`config.mk`:
```
export PLATFORM = sky130hd
export DESIGN_NAME = icb_ctrl
export DESIGN_NICKNAME = d
export VERILOG_FILES = /design/src/sv/icb_pkg.sv /design/src/sv/icb_ctrl.sv
export SDC_FILE = /design/constraint.sdc
export NUM_CORES = 1
export LEC_CHECK = 0
export BUFFER_PORTS_ARGS = -buffer_cell sky130_fd_sc_hd__clkbuf_2
export CORE_AREA = 5 5 42 44
export CTS_CLUSTER_DIAMETER = 200
export DETAILED_ROUTE_END_ITERATION = 10
export DIE_AREA = 0 0 47 49
export GPL_ROUTABILITY_DRIVEN = 0
export HOLD_SLACK_MARGIN = 0.06
export PLACE_DENSITY = 0.5
export SLEW_MARGIN = 10
export SYNTH_ARGS = -nofsm -noshare
export SYNTH_HDL_FRONTEND = slang
export SYNTH_SLANG_ARGS = --single-unit
```
`constraint.sdc`:
```
create_clock -name clk -period 4.6 [get_ports clk]
set_clock_uncertainty 0.1 [all_clocks]
set_input_delay 0.46 -clock clk [delete_from_list [all_inputs] [get_ports clk]]
set_output_delay 0.46 -clock clk [all_outputs]
set_load 0.01 [all_outputs]
```
`src/sv/icb_pkg.sv`:
```
// Shared types, codes and default constants of the clamped-border image convolution block.
package icb_pkg;

	// Default sizes handed to the top level parameters.
	localparam int DEF_MAX_WIDTH  = 256;
	localparam int DEF_MAX_HEIGHT = 256;
	localparam int DEF_MAX_ORDER  = 15;
	localparam int DEF_FRAC_BITS  = 16;

	// Fixed field widths.
	localparam int KIND_W      = 2;
	localparam int COEF_W      = 18;
	localparam int PIX_W       = 8;
	localparam int CFG_W       = 9;
	localparam int CFG_IDX_W   = 2;
	localparam int ORDER_REG_W = 4;

	// Register values after reset.
	localparam int RESET_IMAGE_WIDTH  = 256;
	localparam int RESET_IMAGE_HEIGHT = 256;
	localparam int RESET_KERNEL_ORDER = 7;

	localparam logic [PIX_W-1:0] PIX_MAX = 8'd255;

	// Item kinds.
	localparam logic [KIND_W-1:0] KIND_WEIGHT = 2'd0;
	localparam logic [KIND_W-1:0] KIND_PIXEL  = 2'd1;
	localparam logic [KIND_W-1:0] KIND_RESULT = 2'd2;

	// Register indexes.
	localparam logic [CFG_IDX_W-1:0] REG_IMAGE_WIDTH  = 2'd0;
	localparam logic [CFG_IDX_W-1:0] REG_IMAGE_HEIGHT = 2'd1;
	localparam logic [CFG_IDX_W-1:0] REG_KERNEL_ORDER = 2'd2;

	typedef enum logic [1:0] {
		ST_IDLE,
		ST_SWEEP,
		ST_DRAIN,
		ST_FINISH
	} icb_state_t;

	// Commands from the controller to the datapath.
	typedef struct packed {
		logic load_weight;
		logic load_pixel;
		logic start;
		logic issue;
		logic finish;
	} icb_cmd_t;

	// Status from the datapath to the controller.
	typedef struct packed {
		logic last_tap;
		logic pipe_busy;
		logic order_zero;
		logic out_free;
	} icb_sts_t;

endpackage

```
`src/sv/icb_ctrl.sv`:
```
// Controller state machine: decodes transactions and sequences the tap sweep.
module icb_ctrl
	import icb_pkg::*;
(
	input  logic              clk,
	input  logic              arst_n,
	input  logic              item_valid,
	input  logic [KIND_W-1:0] kind,
	output logic              item_ready,
	input  icb_sts_t          sts,
	output icb_cmd_t          cmd
);

	icb_state_t state_q;
	icb_state_t state_next;

	always_ff @(posedge clk or negedge arst_n) begin
		if (!arst_n) begin
			state_q <= ST_IDLE;
		end else begin
			state_q <= state_next;
		end
	end

	always_comb begin
		state_next = state_q;
		unique case (state_q)
			ST_IDLE: begin
				if (item_valid && kind == KIND_RESULT) begin
					state_next = sts.order_zero ? ST_FINISH : ST_SWEEP;
				end
			end
			ST_SWEEP: begin
				if (sts.last_tap) begin
					state_next = ST_DRAIN;
				end
			end
			ST_DRAIN: begin
				if (!sts.pipe_busy) begin
					state_next = ST_FINISH;
				end
			end
			ST_FINISH: begin
				if (sts.out_free) begin
					state_next = ST_IDLE;
				end
			end
			default: state_next = ST_IDLE;
		endcase
	end

	always_comb begin
		item_ready = 1'b0;
		cmd        = '0;
		unique case (state_q)
			ST_IDLE: begin
				item_ready = 1'b1;
				if (item_valid) begin
					unique case (kind)
						KIND_WEIGHT: cmd.load_weight = 1'b1;
						KIND_PIXEL:  cmd.load_pixel  = 1'b1;
						KIND_RESULT: cmd.start       = 1'b1;
						default:     cmd             = '0;
					endcase
				end
			end
			ST_SWEEP:  cmd.issue  = 1'b1;
			ST_DRAIN:  cmd        = '0;
			ST_FINISH: cmd.finish = sts.out_free;
			default:   cmd        = '0;
		endcase
	end

endmodule

```
==> results of run 1 <==
Yosys cell counts:
master     n  area, µm²
mux2i_1    3      30.03
ha_1       5      62.56
a2111oi_4  1      27.53
nor3b_1    2      15.01
nor2_1     1      3.750
inv_1      2      7.510
and2b_2    1      8.760
nor3_1     1      5.000
nor2b_1    1      6.260
nand2_1    1      3.750
dfrtp_1    2      50.05
and2_1     2      12.51
nand3b_4   1      20.02
final cells by class:
class	instances	area (µm²)	area share, %
multi-input cells	19	195.2	52.00
repair buffers	15	80.08	21.33
clock buffers	3	22.52	6.000
well taps	16	20.02	5.333
inverters	2	7.507	2.000
flip-flops and latches	2	50.05	13.33
path summary, 6_finish.rpt:
kind	depth (start not counted)	slack (ps)	to
setup / recovery	5	2570	cmd[3]
hold / removal	2	450	state_q[0]$_DFFE_PN0P_
setup reg to reg	5	2940	state_q[1]$_DFFE_PN0P_
hold reg to reg	2	540	state_q[0]$_DFFE_PN0P_
max in group asynchronous	2	3850	state_q[1]$_DFFE_PN0P_
min in group clk	3	450	state_q[1]$_DFFE_PN0P_
metal layers:
metal | track usage [%] | wire length, µm | vias to the layer above
met4 | 6.912 | 0 | 0
met3 | 1.476 | 64 | 0
met5 | 0 | 0 | -
met2 | 7.692 | 253 | 11
met1 | 4.835 | 198 | 101
li1 | - | - | 117
timing repair:
item	CTS	global route
buffers inserted	0	0
endpoints found under the hold margin	2	0
setup endpoints to repair	0	0
hold buffers	1	0
kinds of logic after synthesis:
| logic type | count (synthesis) |
|---|---|
| AO/OA/AOI/OAI | 1 |
| adder cells (fa/ha/maj) | 5 |
| buffers and inverters | 2 |
| flip-flops | 2 |
| multiplexers | 3 |
| AND/OR/NAND/NOR | 10 |
critical path, stage by stage (launching register included):
cell,delay [ps]
dfrtp_1,380
inv_1,130
ha_1,250
nand2_1,110
nor3b_1,200
clkbuf_2,160
through the flow:
step / power, mW / instances
4_1_cts: 0.2109 / 57
3_5_place_dp: 0.1678 / 53
5_1_grt: 0.2284 / 57
6_report: 0.2038 / 57
2_1_floorplan: 0.1337 / 23
3_3_place_gp: 0.1686 / 53
report_power, final:
group / leakage, nW / internal [mW] / switching (mW) / total [mW]
Sequential: 0.0235 / 0.0281 / 0.00742 / 0.0355
Combinational: 0.170 / 0.0644 / 0.0655 / 0.130
Clock: 0.0138 / 0.0288 / 0.00978 / 0.0385
==> results.toml, run 1 <==
[timing]
fin_setup_tns_ps = 0
rsz0062_at_grt = "no"
worst_slack_ps = 2571
setup_viol = 0
finalCriticalPeriod_ps = 2029
fin_crit_sh_pct = 44.10
max-slew-margin-rel_pct = 78.46
holdWs_ps = 454.0
max_freq_ghz = 0.4929
slew_viol_final = 0
worstMarginPinSlew_ps = 323.0
hold_viol = 0

[clocking]
cts-resized-gates = 0
clkLatencyLatePin_ps = 220
clk_pin_slew_ps = 30
cts_max_path_buffers = 2
htreeDepth = 1
cts_tree = "yes"
numCtsBuffers = 3
cts_root_buf = "clkbuf_4"
clock_sinks = 2

[logic_synthesis]
syn_area_per_cell_um2 = 10.99
syn_inst = 23
ys_warn_count = 0
seq_area_frac_synth_pct = 19.80
synthMuxAreaShare_pct = 11.88
yosys.area_share.simple_pct = 29.70
synth_xor_area_share_pct = 0
synth_compound_area_share_pct = 10.89
synth_fp_nets = 37
yosysUniqueCellTypes = 13
synth_area_um2 = 252.7
synth_top_family_by_area = "simple AND/OR/NAND/NOR gates"
yosys.area_share.adder_pct = 24.75
ys_ff_latch = 2

[global_routing]
grtUsageTotal_pct = 5.282
grt_first_pass_wirelength_um = 834
first_global_vias = 226
grt_max_degree = 5
grt_overflow = 0
antenna_found_initial = 0

[layout]
layout_commonest_cell = "clkbuf_2"
final_util_pct = 26.79
drive_gt1_share_pct = 48.78
synthToLayoutAreaGrowth_pct = 48.52
finalInstanceArea_um2 = 375.4
final_net_count = 57
reg_top3 = "state_q (2)"
diodes = 0
largest_register_ffs = 2
largest-register = "state_q"
most-common-layout-cells = "14 x clkbuf_2, 5 x ha_1, 3 x mux2i_1, 3 x clkbuf_4"
nFillCells = 160

[floorplanning]
die_w_um = 47
core_region_area_um2 = 1401
std_cell_rows = 14
start_util_pct = 18.04
die_h_um = 49
dieArea_um2 = 2303
ioPinCount = 15

[route]
drt_iter0_drc = 0
vias_per_cell = 4.018
routedWlPerCell_um = 9.053
wirelength_um = 516
drcViolationCount = 0
route.vias.total = 229
drt-pass1-iter-count = 1
ant_nets = 0

[worst_hold_path]
hp-class = "in2async"

[place]
hpwl_um = 462.8
place_worst_setup_slack_ps = 2798
postPlaceCellArea_um2 = 342.8
numPortBuffers = 14

[worst_setup_path]
start_kind = "register"
end_kind = "output port"
worstSetupPathType = "reg2out"
regToRegStartpoint = "state_q[1]$_DFFE_PN0P_"
arrival_ps = 1470
cp.required_ps = 4040
cp-startpoint = "state_q[0]$_DFFE_PN0P_"
worst-path-max-fanout = 4

[status]
status = "complete, no violations"

[pwr]
ir_drop_uv = 277.3
power.leakage_nw = 0.2072
power_density_nw_per_um2 = 543.1

[run]
cap_violations = 0
(Power assumes the default switching activity.)
==> run 2: changes to the inputs <==
==> constraint.sdc (replaced) <==
create_clock -name clk -period 1.9 [get_ports clk]
set_clock_uncertainty 0.1 [all_clocks]
set_input_delay 0.19 -clock clk [delete_from_list [all_inputs] [get_ports clk]]
set_output_delay 0.19 -clock clk [all_outputs]
set_load 0.01 [all_outputs]
==> results.toml, run 2 (synthesis gave the netlist of run 1 again) <==
[timing]
finalCriticalPeriod_ps = 1729
rsz0062_at_grt = "no"
setup_viol = 0
fin_crit_sh_pct = 90.97
max_freq_ghz = 0.5785
fin_setup_tns_ps = 0
slew_viol_final = 0
hold_viol = 0
max-slew-margin-rel_pct = 78.55
worstMarginPinSlew_ps = 321.8

[clocking]
htreeDepth = 1
clkLatencyLatePin_ps = 220
numCtsBuffers = 3
cts_root_buf = "clkbuf_4"
clk_pin_slew_ps = 30
cts_setup_buffers = 0
cts_max_path_buffers = 2
clock_sinks = 2
cts_tree = "yes"

[worst_setup_path]
end_kind = "output port"
arrival_ps = 1440
start_kind = "register"
worst-path-max-fanout = 4
worstSetupPathType = "reg2out"
cp.required_ps = 1610
cp-startpoint = "state_q[0]$_DFFE_PN0P_"
crit_end = "cmd[3]"
ff2ff_path_depth = 5
r2r_slack_ps = 240
regToRegStartpoint = "state_q[1]$_DFFE_PN0P_"
r2r_end = "state_q[0]$_DFFE_PN0P_"

[global_routing]
grtUsageTotal_pct = 6.127
first_global_vias = 251
grt_first_pass_wirelength_um = 931
grt_overflow = 0
grt_max_degree = 5
antenna_found_initial = 0

[layout]
final_net_count = 57
diodes = 0
synthToLayoutAreaGrowth_pct = 49.51
most-common-layout-cells = "14 x clkbuf_2, 4 x ha_1, 3 x mux2i_1, 3 x clkbuf_4"
largest-register = "state_q"
reg_top3 = "state_q (2)"
drive_gt1_share_pct = 51.22
largest_register_ffs = 2
finalInstanceArea_um2 = 377.9
final_util_pct = 26.96
layout_commonest_cell = "clkbuf_2"

[floorplanning]
ioPinCount = 15
core_region_area_um2 = 1401
std_cell_rows = 14
dieArea_um2 = 2303
start_util_pct = 18.04
die_w_um = 47
die_h_um = 49

[route]
routedWlPerCell_um = 9.105
drcViolationCount = 0
wl_met1_um = 201
met3_length_um = 71
ant_nets = 0
drt-pass1-iter-count = 1
wl_met2_um = 245
route.vias.total = 218
highest_layer = "met3"
drt_iter0_drc = 0
vias_per_cell = 3.825
wirelength_um = 519

[worst_hold_path]
hp-class = "in2async"

[pwr]
ir_drop_uv = 544.3
power_mw = 0.4964
power_density_nw_per_um2 = 1314
power.leakage_nw = 0.2056

[place]
hpwl_um = 458.5
numPortBuffers = 14
postPlaceCellArea_um2 = 342.8

[status]
status = "complete, no violations"

[run]
cap_violations = 0
run 2: cell count changes in the layout (fill, tap and decap cells not counted):
cell / change
ha_1: -1
ha_2: +1
run 2: how the worst min path moves through the flow:
stage,from,to,slack [ps],cells after the start
floorplan,arst_n,state_q[0]$_DFFE_PN0P_,-210,0
global placement,arst_n,state_q[0]$_DFFE_PN0P_,-120,1
global route,arst_n,state_q[0]$_DFFE_PN0P_,170,2
CTS,arst_n,state_q[1]$_DFFE_PN0P_,170,2
finish,arst_n,state_q[1]$_DFFE_PN0P_,180,2
detailed placement,arst_n,state_q[0]$_DFFE_PN0P_,-120,1
run 2: cell type report:
type / instances / area, µm²
well taps: 16 / 20.02
flip-flops and latches: 2 / 50.05
multi-input cells: 19 / 197.7
clock buffers: 3 / 22.52
fillers: 162 / 1023
repair buffers: 15 / 80.08
inverters: 2 / 7.507
run 2: layer usage:
layer | vias up | track usage (%)
li1 | 116 | -
met1 | 91 | 5.275
met2 | 11 | 8.597
met3 | 0 | 3.690
met4 | 0 | 6.912
met5 | - | 0
run 2: what timing repair did:
| item | in CTS | in global routing |
|---|---|---|
| hold buffers | 1 | 0 |
| gates resized for setup | 0 | 1 |
| endpoints found under the hold margin | 2 | 0 |
| setup endpoints to repair | 0 | 1 |
run 2: per-stage QoR:
step	hold slack, ps	instances	worst slack [ps]
floorplan	-205.6	23	294.1
global placement	-122.1	53	241.8
detailed placement	-123.3	53	222.6
CTS	169.2	57	111.2
global route	167.3	57	40.31
finish	178.1	57	171.5
run 2: power breakdown:
group / internal (mW) / switching [mW] / total, mW
Combinational: 0.157 / 0.158 / 0.316
Clock: 0.0698 / 0.0250 / 0.0948
Sequential: 0.0679 / 0.0181 / 0.0860
run 2: critical path, stage by stage (launching register included):
cell,delay [ps]
dfrtp_1,390
inv_1,130
ha_2,230
nand2_1,90
nor3b_1,200
clkbuf_2,160
